===== src/hw/rtl/spq_pkg.sv =====
`timescale 1ns / 1ps
// ----------------------------------------------------------------------------
// spq_pkg: shared types and constants of the strict priority queue
// Word layouts, status and mode codes, controller commands and defaults.
// ----------------------------------------------------------------------------
package spq_pkg;

  // Default geometry of the queue bank
  localparam int NumQueuesDef  = 8;
  localparam int QueueDepthDef = 16;

  // Limit register
  localparam int               LimitW     = 5;
  localparam logic [LimitW-1:0] LimitReset = 5'd16;

  // Mode codes of an input word
  localparam logic ModeEnq = 1'b0;
  localparam logic ModeDeq = 1'b1;

  // Status codes of a result word
  localparam logic [1:0] StEnq   = 2'd0;
  localparam logic [1:0] StDrop  = 2'd1;
  localparam logic [1:0] StDeq   = 2'd2;
  localparam logic [1:0] StEmpty = 2'd3;

  // Input word
  typedef struct packed {
    logic        mode;
    logic [7:0]  priority_in;
    logic [15:0] size_in;
    logic [7:0]  flow_in;
  } spq_in_t;

  // Result word
  typedef struct packed {
    logic [1:0]  status;
    logic [2:0]  class_out;
    logic [15:0] size_out;
    logic [7:0]  flow_out;
  } spq_out_t;

  // Commands from the controller to the datapath
  typedef struct packed {
    logic load;  // capture the input word
    logic exec;  // select queue, update pointers, access the store
    logic emit;  // result registers are valid this cycle
  } spq_cmd_t;

endpackage


===== src/hw/rtl/spq_ctrl.sv =====
`timescale 1ns / 1ps
// ----------------------------------------------------------------------------
// spq_ctrl: sequencing controller of the strict priority queue
// Walks each accepted word through load, execute and result cycles.
// ----------------------------------------------------------------------------
module spq_ctrl (
  input  logic              clk_i,
  input  logic              rst_ni,
  input  logic              start,
  output logic              busy,
  output spq_pkg::spq_cmd_t cmd_o
);
  import spq_pkg::*;

  typedef enum logic [2:0] {
    SIdle = 3'b001,
    SExec = 3'b010,
    SDone = 3'b100
  } state_e;

  state_e state_q, state_d;

  // Next state and commands
  always_comb begin
    state_d   = state_q;
    cmd_o     = '0;
    unique case (state_q)
      SIdle: begin
        if (start) begin
          cmd_o.load = 1'b1;
          state_d    = SExec;
        end
      end
      SExec: begin
        cmd_o.exec = 1'b1;
        state_d    = SDone;
      end
      SDone: begin
        cmd_o.emit = 1'b1;
        if (start) begin
          cmd_o.load = 1'b1;
          state_d    = SExec;
        end else begin
          state_d = SIdle;
        end
      end
      default: begin
        state_d = SIdle;
      end
    endcase
  end

  assign busy = (state_q == SExec);

  // State register
  always_ff @(posedge clk_i or negedge rst_ni) begin
    if (!rst_ni) begin
      state_q <= SIdle;
    end else begin
      state_q <= state_d;
    end
  end

endmodule


===== src/hw/rtl/spq_datapath.sv =====
`timescale 1ns / 1ps
// ----------------------------------------------------------------------------
// spq_datapath: queue bank of the strict priority queue
// Holds the packet store, per-queue pointers and counts, and the limit.
// ----------------------------------------------------------------------------
module spq_datapath #(
  parameter int NumQueues  = spq_pkg::NumQueuesDef,
  parameter int QueueDepth = spq_pkg::QueueDepthDef
) (
  input  logic                          clk_i,
  input  logic                          rst_ni,
  input  spq_pkg::spq_cmd_t             cmd_i,
  input  spq_pkg::spq_in_t              item_i,
  input  logic                          cfg_valid_i,
  input  logic [spq_pkg::LimitW-1:0]    cfg_data_i,
  output spq_pkg::spq_out_t             result_o
);
  import spq_pkg::*;

  localparam int QW      = $clog2(NumQueues);
  localparam int IW      = $clog2(QueueDepth);
  localparam int CW      = $clog2(QueueDepth + 1);
  localparam int LW      = (CW > LimitW) ? CW : LimitW;
  localparam int Entries = NumQueues * QueueDepth;
  localparam int AW      = $clog2(Entries);

  typedef logic [QW-1:0] qmap_t [256];

  // Priority to queue map, built at elaboration
  function automatic qmap_t build_qmap();
    qmap_t m;
    for (int i = 0; i < 256; i++) begin
      m[i] = QW'(i % NumQueues);
    end
    return m;
  endfunction

  localparam qmap_t QMap = build_qmap();

  logic [LimitW-1:0] limit_q;
  spq_in_t           item_q;
  logic [IW-1:0]     head_q [NumQueues];
  logic [IW-1:0]     tail_q [NumQueues];
  logic [CW-1:0]     fill_q [NumQueues];
  logic [23:0]       mem_q  [Entries];
  logic [23:0]       rdata_q;

  logic [1:0]        res_status_q;
  logic [QW-1:0]     res_class_q;
  logic [15:0]       res_size_q;
  logic [7:0]        res_flow_q;
  logic              res_mem_q;

  logic [NumQueues-1:0] nonempty;
  logic                 found;
  logic [QW-1:0]        q_deq;
  logic [QW-1:0]        q_sel;
  logic [IW-1:0]        head_sel, tail_sel, head_nxt, tail_nxt;
  logic [CW-1:0]        fill_sel;
  logic                 is_deq, full_hit, mem_we, mem_re;
  logic [AW-1:0]        base, waddr, raddr;

  // Limit register
  always_ff @(posedge clk_i or negedge rst_ni) begin
    if (!rst_ni) begin
      limit_q <= LimitReset;
    end else if (cfg_valid_i) begin
      limit_q <= cfg_data_i;
    end
  end

  // Capture the input word
  always_ff @(posedge clk_i) begin
    if (cmd_i.load) begin
      item_q <= item_i;
    end
  end

  // Find the highest-numbered non-empty queue
  always_comb begin
    q_deq = '0;
    for (int i = 0; i < NumQueues; i++) begin
      nonempty[i] = (fill_q[i] != '0);
      if (nonempty[i]) begin
        q_deq = QW'(i);
      end
    end
  end
  assign found = |nonempty;

  // Select the queue and its pointers
  assign is_deq   = (item_q.mode == ModeDeq);
  assign q_sel    = is_deq ? q_deq : QMap[item_q.priority_in];
  assign head_sel = head_q[q_sel];
  assign tail_sel = tail_q[q_sel];
  assign fill_sel = fill_q[q_sel];
  assign head_nxt = (head_sel == IW'(QueueDepth - 1)) ? '0 : head_sel + 1'b1;
  assign tail_nxt = (tail_sel == IW'(QueueDepth - 1)) ? '0 : tail_sel + 1'b1;

  // Drop when the count reaches the limit, capped at the queue depth
  assign full_hit = (LW'(fill_sel) >= LW'(limit_q)) || (fill_sel == CW'(QueueDepth));

  assign mem_we = cmd_i.exec && !is_deq && !full_hit;
  assign mem_re = cmd_i.exec && is_deq && found;
  assign base   = AW'(q_sel) * AW'(QueueDepth);
  assign waddr  = base + AW'(tail_sel);
  assign raddr  = base + AW'(head_sel);

  // Advance pointers and counts
  always_ff @(posedge clk_i or negedge rst_ni) begin
    if (!rst_ni) begin
      for (int i = 0; i < NumQueues; i++) begin
        head_q[i] <= '0;
        tail_q[i] <= '0;
        fill_q[i] <= '0;
      end
    end else if (mem_we) begin
      tail_q[q_sel] <= tail_nxt;
      fill_q[q_sel] <= fill_sel + 1'b1;
    end else if (mem_re) begin
      head_q[q_sel] <= head_nxt;
      fill_q[q_sel] <= fill_sel - 1'b1;
    end
  end

  // Packet store
  always_ff @(posedge clk_i) begin
    if (mem_we) begin
      mem_q[waddr] <= {item_q.size_in, item_q.flow_in};
    end
  end

  always_ff @(posedge clk_i) begin
    if (mem_re) begin
      rdata_q <= mem_q[raddr];
    end
  end

  // Result registers
  always_ff @(posedge clk_i or negedge rst_ni) begin
    if (!rst_ni) begin
      res_mem_q <= 1'b0;
    end else if (cmd_i.exec) begin
      res_mem_q <= is_deq && found;
    end
  end

  always_ff @(posedge clk_i) begin
    if (cmd_i.exec) begin
      if (is_deq) begin
        res_status_q <= found ? StDeq : StEmpty;
        res_class_q  <= found ? q_deq : '0;
        res_size_q   <= '0;
        res_flow_q   <= '0;
      end else begin
        res_status_q <= full_hit ? StDrop : StEnq;
        res_class_q  <= q_sel;
        res_size_q   <= item_q.size_in;
        res_flow_q   <= item_q.flow_in;
      end
    end
  end

  // Drive the result word
  always_comb begin
    result_o.status    = res_status_q;
    result_o.class_out = 3'(res_class_q);
    result_o.size_out  = res_mem_q ? rdata_q[23:8] : res_size_q;
    result_o.flow_out  = res_mem_q ? rdata_q[7:0] : res_flow_q;
  end

endmodule


===== src/hw/rtl/strict_priority_queue.sv =====
`timescale 1ns / 1ps
// ----------------------------------------------------------------------------
// strict_priority_queue: strict priority packet scheduler
// Order: a word taken with start moves to the execute state and then to the
//   done state, which raises the result strobe. Start is taken again in the strobe
//   cycle, bound by the registered read of the packet store.
// Reset: pointers and counts clear at once, limit returns to 16; the packet
//   store is not cleared. Results cannot be stalled by the receiver.
// ----------------------------------------------------------------------------
module strict_priority_queue #(
  parameter int NumQueues  = spq_pkg::NumQueuesDef,
  parameter int QueueDepth = spq_pkg::QueueDepthDef
) (
  input  logic                       clk_i,
  input  logic                       rst_ni,
  input  logic                       start,
  output logic                       busy,
  input  spq_pkg::spq_in_t           item_i,
  output logic                       result_valid_o,
  output spq_pkg::spq_out_t          result_o,
  input  logic                       cfg_valid_i,
  output logic                       cfg_ready_o,
  input  logic [spq_pkg::LimitW-1:0] cfg_data_i
);
  import spq_pkg::*;

  spq_cmd_t cmd;

  // Limit writes are always taken
  assign cfg_ready_o    = 1'b1;
  assign result_valid_o = cmd.emit;

  spq_ctrl u_ctrl (
    .clk_i  (clk_i),
    .rst_ni (rst_ni),
    .start  (start),
    .busy   (busy),
    .cmd_o  (cmd)
  );

  spq_datapath #(
    .NumQueues  (NumQueues),
    .QueueDepth (QueueDepth)
  ) u_datapath (
    .clk_i       (clk_i),
    .rst_ni      (rst_ni),
    .cmd_i       (cmd),
    .item_i      (item_i),
    .cfg_valid_i (cfg_valid_i && cfg_ready_o),
    .cfg_data_i  (cfg_data_i),
    .result_o    (result_o)
  );

endmodule


===== config.mk =====
export PLATFORM = sky130hd
export DESIGN_NAME = strict_priority_queue
export DESIGN_NICKNAME = d
export VERILOG_FILES = /design/src/hw/rtl/spq_pkg.sv /design/src/hw/rtl/spq_ctrl.sv /design/src/hw/rtl/spq_datapath.sv /design/src/hw/rtl/strict_priority_queue.sv
export SDC_FILE = /design/constraint.sdc
export NUM_CORES = 2
export LEC_CHECK = 0
export BUFFER_PORTS_ARGS = -buffer_cell sky130_fd_sc_hd__buf_2
export CAP_MARGIN = 40
export CORE_UTILIZATION = 35
export CTS_CLUSTER_SIZE = 28
export DETAILED_ROUTE_END_ITERATION = 7
export SETUP_SLACK_MARGIN = 0.3
export SYNTH_ARGS = -nofsm -noshare
export SYNTH_HDL_FRONTEND = slang
export SYNTH_SLANG_ARGS = --single-unit

===== constraint.sdc =====
create_clock -name clk_i -period 12.2 [get_ports clk_i]
set_clock_uncertainty 0.15 [all_clocks]
set_input_delay 2.44 -clock clk_i [delete_from_list [all_inputs] [get_ports clk_i]]
set_output_delay 2.44 -clock clk_i [all_outputs]
set_load 0.005 [all_outputs]

# Word-level counts from Yosys, hierarchy flattened
# Memories as Yosys holds them, arrays and structs flattened. A register that Yosys moved wholly into a read port is not among the register bits.
# Cells that the tools add are included.
# op_classes
n_addsub,6
order_cmp,4
eq_ne,7
mux,47
bitwise,3
n_reduce_logical,21
# op_table
op,n
40-bit bitwise mux,2
40-bit 2-to-1 mux,2
32-bit bitwise mux,2
5-bit nonzero test,8
3-bit 2-to-1 mux,12
4-bit 2-to-1 mux,7
4-bit binary-select mux with 3-bit select,2
16-bit 2-to-1 mux,1
5-bit binary-select mux with 3-bit select,1
5-bit demux with 3-bit select,1
5-bit 2-to-1 mux,3
7-bit by 4-bit adder with 7-bit output,2
4-bit demux with 3-bit select,1
"9-bit >= comparator, second input constant",1
1-bit 2-to-1 mux,9
8-bit inverter with 9-bit output,1
3-bit one-hot mux with 3 select lines,1
"4-bit by 1-bit adder with 4-bit output, second input constant",2
"4-bit equality test, second input constant",2
8-bit 2-to-1 mux,1
8-bit OR reduction,1
1-bit logical AND,6
"5-bit by 1-bit adder with 5-bit output, second input constant",1
"5-bit equality test, second input constant",1
16 further kinds,18
# totals
regBits,175
ramBits,3072
mem_bits_ro,768
input_bits,42
output_inout_bits,32
elab_cells,125
n_memories,2
# mem_list
name,depth,word_bits,read_ports,rd_clocked_by_memory_dff,wr,line,rtl
u_datapath.mem_q,128,24,1,1,1,spq_datapath.sv:45,logic [23:0] mem_q [Entries];
(name not given),256,3,1,0,0,spq_datapath.sv:93,assign q_sel = is_deq ? q_deq : QMap[item_q.priority_in];

# Longest topological paths before layout
# depth
depth_word,19
depth_mapped,25
depth_no_buf,20

# Hierarchy
# A second synthesis with hierarchy kept.
# unflattened
cells_unflattened,9022
area_unflattened_um2,127553.6
# by_module_without_submodules
module,n_inst,cells_each,area_each_um2,seq_area_each_um2
spq_datapath,1,9007,127384.7,97434.7
spq_ctrl,1,13,157.7,76.3
strict_priority_queue,1,2,11.3,0.0

# Worst setup path after synthesis
# No wires, ideal clock.
# synth_timing
path_kind,reg2reg
startpoint,reg u_datapath.fill_q[21] (netlist bit)
endpoint,mem u_datapath.mem_q[112][0] (enable)
setup_ns,0.405
t_arrival_ns,6.002
required_time_ns,11.645
setup_slack_ns,5.644
path_stages_with_launch,23
path_buffers,5
period_less_slack_ns,6.556
path_cell_list,dfrtp_1 > or4_4 > a211o_1 > a22oi_1 > buf_2 > clkbuf_1 > buf_1 > nand2_1 > nand3_1 > nand4_1 > ha_1 > nand2b_1 > a21o_1 > a21oi_1 > nor2b_1 > o21ai_0 > nand3_1 > a41o_1 > clkbuf_1 > nor2_1 > nand3_1 > buf_2 > nor2_1
# synth_via
elab_chain_cells,17
elab_cells_between_ends,22
cone_classes,add/sub (1); order compare (1); eq/ne (1); mux (14); bitwise (1); reduce/logical (4)
# synth_lines
element,line,rtl
start: declaration,spq_datapath.sv:44,logic [CW-1:0] fill_q [NumQueues];
start signal: indexed assignment,spq_datapath.sv:119,fill_q[q_sel] <= fill_sel + 1'b1;
start signal: indexed assignment,spq_datapath.sv:122,fill_q[q_sel] <= fill_sel - 1'b1;
5-bit nonzero test,spq_datapath.sv:83,nonempty[i] = (fill_q[i] != '0);
3-bit 2-to-1 mux (5 in a row),spq_datapath.sv:84,if (nonempty[i]) begin
3-bit 2-to-1 mux,spq_datapath.sv:93,
3-bit inverter with 4-bit output (implied by the code),"spq_datapath.sv:95, spq_datapath.sv:96",
5-bit binary-select mux with 3-bit select,spq_datapath.sv:96,assign fill_sel = fill_q[q_sel];
5-bit 2-to-1 mux (implied by the code) (2 in a row),spq_datapath.sv:96,
5-bit >= comparator or 5-bit equality test (tied branches),spq_datapath.sv:101,assign full_hit = (LW'(fill_sel) >= LW'(limit_q)) || (fill_sel == CW'(QueueDepth));
1-bit logical OR,spq_datapath.sv:101,
1-bit zero test,spq_datapath.sv:103,assign mem_we = cmd_i.exec && !is_deq && !full_hit;
1-bit logical AND,spq_datapath.sv:103,
1-bit 2-to-1 mux,spq_datapath.sv:128,if (mem_we) begin
1-bit 2-to-1 mux (implied by the code),spq_datapath.sv:129,"mem_q[waddr] <= {item_q.size_in, item_q.flow_in};"
end: declaration,spq_datapath.sv:45,
# Parallel ways exist; a longest one is shown, timed or not. The select of a mux whose other input is x is not followed.

==> qor.yml <==
status:
  status: "finished, final reports clean"
sta:
  clock.fmax_ghz: 0.117
  hold_viol_final: 0
  fin_ws_ns: 3.66
  rsz0062_at_grt: "no"
  min_period_ns: 8.54
  setup-violations-final: 0
  fin_crit_sh_pct: 70.0
  tightest_slew_ns: 1.19
  relSlewSlack_pct: 20.5
  fin_tns_setup_ns: 0
  final-max-slew-violation-count: 0
clocking:
  cts_hold_buf: 0
  cts_tree: "done"
  clock_sink_count: 3266
  cts_max_path_buffers: 4
  cts_inserted_buffers: 331
  ctsResizeCount: 0
  cts_setup_buffers: 0
  h-tree-depth: 5
  root_buffer: "clkbuf_16"
  cts.reportedPaths.clkPinSlew_ns: 0.06
  worstSkewPairLatency_ns: 0.90
grt:
  grt_antenna_before_repair: 45
  grt_usage_pct: 22.0
  grt_pass1_wl_um: 591000
  grt_pass1_vias: 77600
  grt-ovfl-total: 0
  grt_max_degree: 167
place:
  port_buffers: 67
  gp_congestion: 0.932
  place_ws_ns: 4.12
  placed_cells: 14000
  hpwlAfterDp_um: 254000
synth:
  synth_common_cells: "3153 x edfxtp_1, 2203 x nand2_1, 929 x nand3_1"
  yosysTopAreaCell: "edfxtp_1"
  synth.most_common_cell: "edfxtp_1"
  ys.flop_type: "edfxtp_1"
  synth-seq-cells: 3266
  synth-edff-count: 3153
  synthesis.area_mm2: 0.130
  synthTopCellsByArea: "edfxtp_1 73%, nand2_1 6.4%, nand3_1 3.6%, mux2i_1 3.2%, dfrtp_1 2.1%"
  yosysWarningCount: 0
  synth_seq_area_share_pct: 75.0
  synth.avg_cell_area_um2: 14.2
  async_flop_share_pct: 3.46
  netlist.area_leader.share_pct: 72.8
  syn_inst: 9186
  synth_nets: 9238
  yosysUniqueCellTypes: 89
critical_path:
  path_cells: "nor4_1 > and4_1 > nand3_1 > o22ai_2 > nand3_4 > nand3_4 > buf_4 > buf_12 > mux2i_1 > a221oi_1 > a32oi_1 > nand3_1 > nor3_1 > nand3_1"
  r2r_cells: 14
  cp_num_buf_inv: 2
  crit_top_cell: "nand3_1"
  cp-start-kind: "register"
  critPathTopFamily: "simple AND/OR/NAND/NOR gates"
  crit_path_end_kind: "register"
  critPathArrivalTime_ns: 8.99
  cp_num_cells: 14
  slowest_delay_ns: 0.99
  cp_slowest_cell: "a32oi_1"
  crit_fanout: 139
  required_ns: 12.65
  critical_path_class: "register to register"
detailed_routing:
  wl_per_cell_um: 29.0
  drc: 0
  via_per_inst: 5.68
  vias: 83300
  drtAntennaViolNets: 0
  drtIter0Drc: 11800
  drtPass1Iterations: 6
  wl_um: 424000
floorplan:
  pin_count: 74
  dieArea_mm2: 0.374
  die_w_um: 612
  design.core.area_mm2: 0.369
  start_util_pct: 35.2
  fp.dieH_um: 612
  num_rows: 223
hold_path:
  holdPathStages: 2
  hold_class: "register to register"
power_and_ir_drop:
  ir_worst_vdd_uv: 330
  p_per_area_mw_per_mm2: 268
  p_leak_uw: 0.0503
layout:
  layout.cells.non_filler: 14700
  area_growth_pct: 14.3
  final_layout_size_suffix_gt1_share_pct: 12.8
  nets: 9486
  fin_util_pct: 40.2
flow_run:
  maxCapViolCount: 0
[routing by layer]
layer	GRT usage [%]	up-vias	wire [µm]
li1	-	35300	-
met1	29.6	42200	163000
met2	33.5	4921	189000
met3	4.72	863	47300
met4	11.7	18	24400
met5	0	-	107
[tightest hold or removal path: stages (launching register included)]
cell and delay (ns):
dfrtp_1 0.34, nand2_1 0.05, nand2_1 0.06
[kinds of logic (layout without fill, tap and decap cells)]
| kind of cell | Yosys count | after routing | share of synthesized area, % |
|---|---|---|---|
| simple gates | 3738 | 3738 | 12.6 |
| flops | 3266 | 3266 | 75.0 |
| compound gates | 1040 | 1040 | 5.58 |
| buf+inv | 594 | 1093 | 2.04 |
| mux | 528 | 528 | 4.63 |
| fa+ha+maj | 10 | 10 | 0.0962 |
| xor+xnor | 9 | 9 | 0.0606 |
| other cells | 1 | 20 | 0.00288 |
[where the power goes]
group,switching (µW),leakage (µW),internal [µW]
Sequential,131,0.0299,13200
Clock,4230,0.00500,5580
Combinational,12200,0.0154,4550
[worst paths after layout]
path,startpoint,slack [ns],endpoint
worst min register to register,u_datapath.tail_q[10],0.33,u_datapath.tail_q[10]
min in group asynchronous,rst_ni,1.44,u_datapath.head_q[13]
worst max register to register,register,3.66,u_datapath.rdata_q[8]
max in group asynchronous,rst_ni,9.14,u_datapath.tail_q[30]
worst max-delay path,register,3.66,u_datapath.rdata_q[8]
worst min-delay path,u_datapath.tail_q[10],0.33,u_datapath.tail_q[10]
[layout make-up]
cell class                 count  area, µm²
fill                       33600     221000
sequential                  3266      97500
multi-input combinational   5326      30500
clock buffer                 416       8840
tap                         4950       6190
timing repair buffer         486       4030
clock inverter               168       1380
inverter                      23        101
antenna                       19       47.5
[state kept, by name, indices dropped and copies added (netlist names), named ones only]
signal / cells
u_datapath.mem_q: 3072
u_datapath.fill_q: 32
u_datapath.head_q: 32
u_datapath.tail_q: 32
u_datapath.item_q: 27
u_datapath.rdata_q: 24
u_datapath.res_size_q: 16
u_datapath.res_flow_q: 8
u_datapath.limit_q: 5
u_ctrl.state_q: 3
u_datapath.res_class_q: 3
u_datapath.res_status_q: 2
u_datapath.is_deq: 1
u_datapath.res_mem_q: 1
[through the flow]
| stage | hold slack [ns] | total power [µW] | cell area, µm² |
|---|---|---|---|
| after floorplan | 0.274 | 23200 | 130000 |
| after global placement | 0.313 | 29400 | 137000 |
| after detailed placement | 0.313 | 29800 | 138000 |
| after CTS | 0.328 | 39600 | 149000 |
| after global routing | 0.357 | 41100 | 149000 |
| final | 0.329 | 39800 | 149000 |
[layout by cell type, fill, tap and decap left out, types with 124 or more instances in the layout]
cell type	n
edfxtp_1	3153
nand2_1	2202
nand3_1	925
mux2i_1	416
buf_4	356
clkbuf_16	342
a21oi_1	220
nor2_2	133
o21ai_0	130
a31oi_1	124
Power figures use the tool's default switching activity.
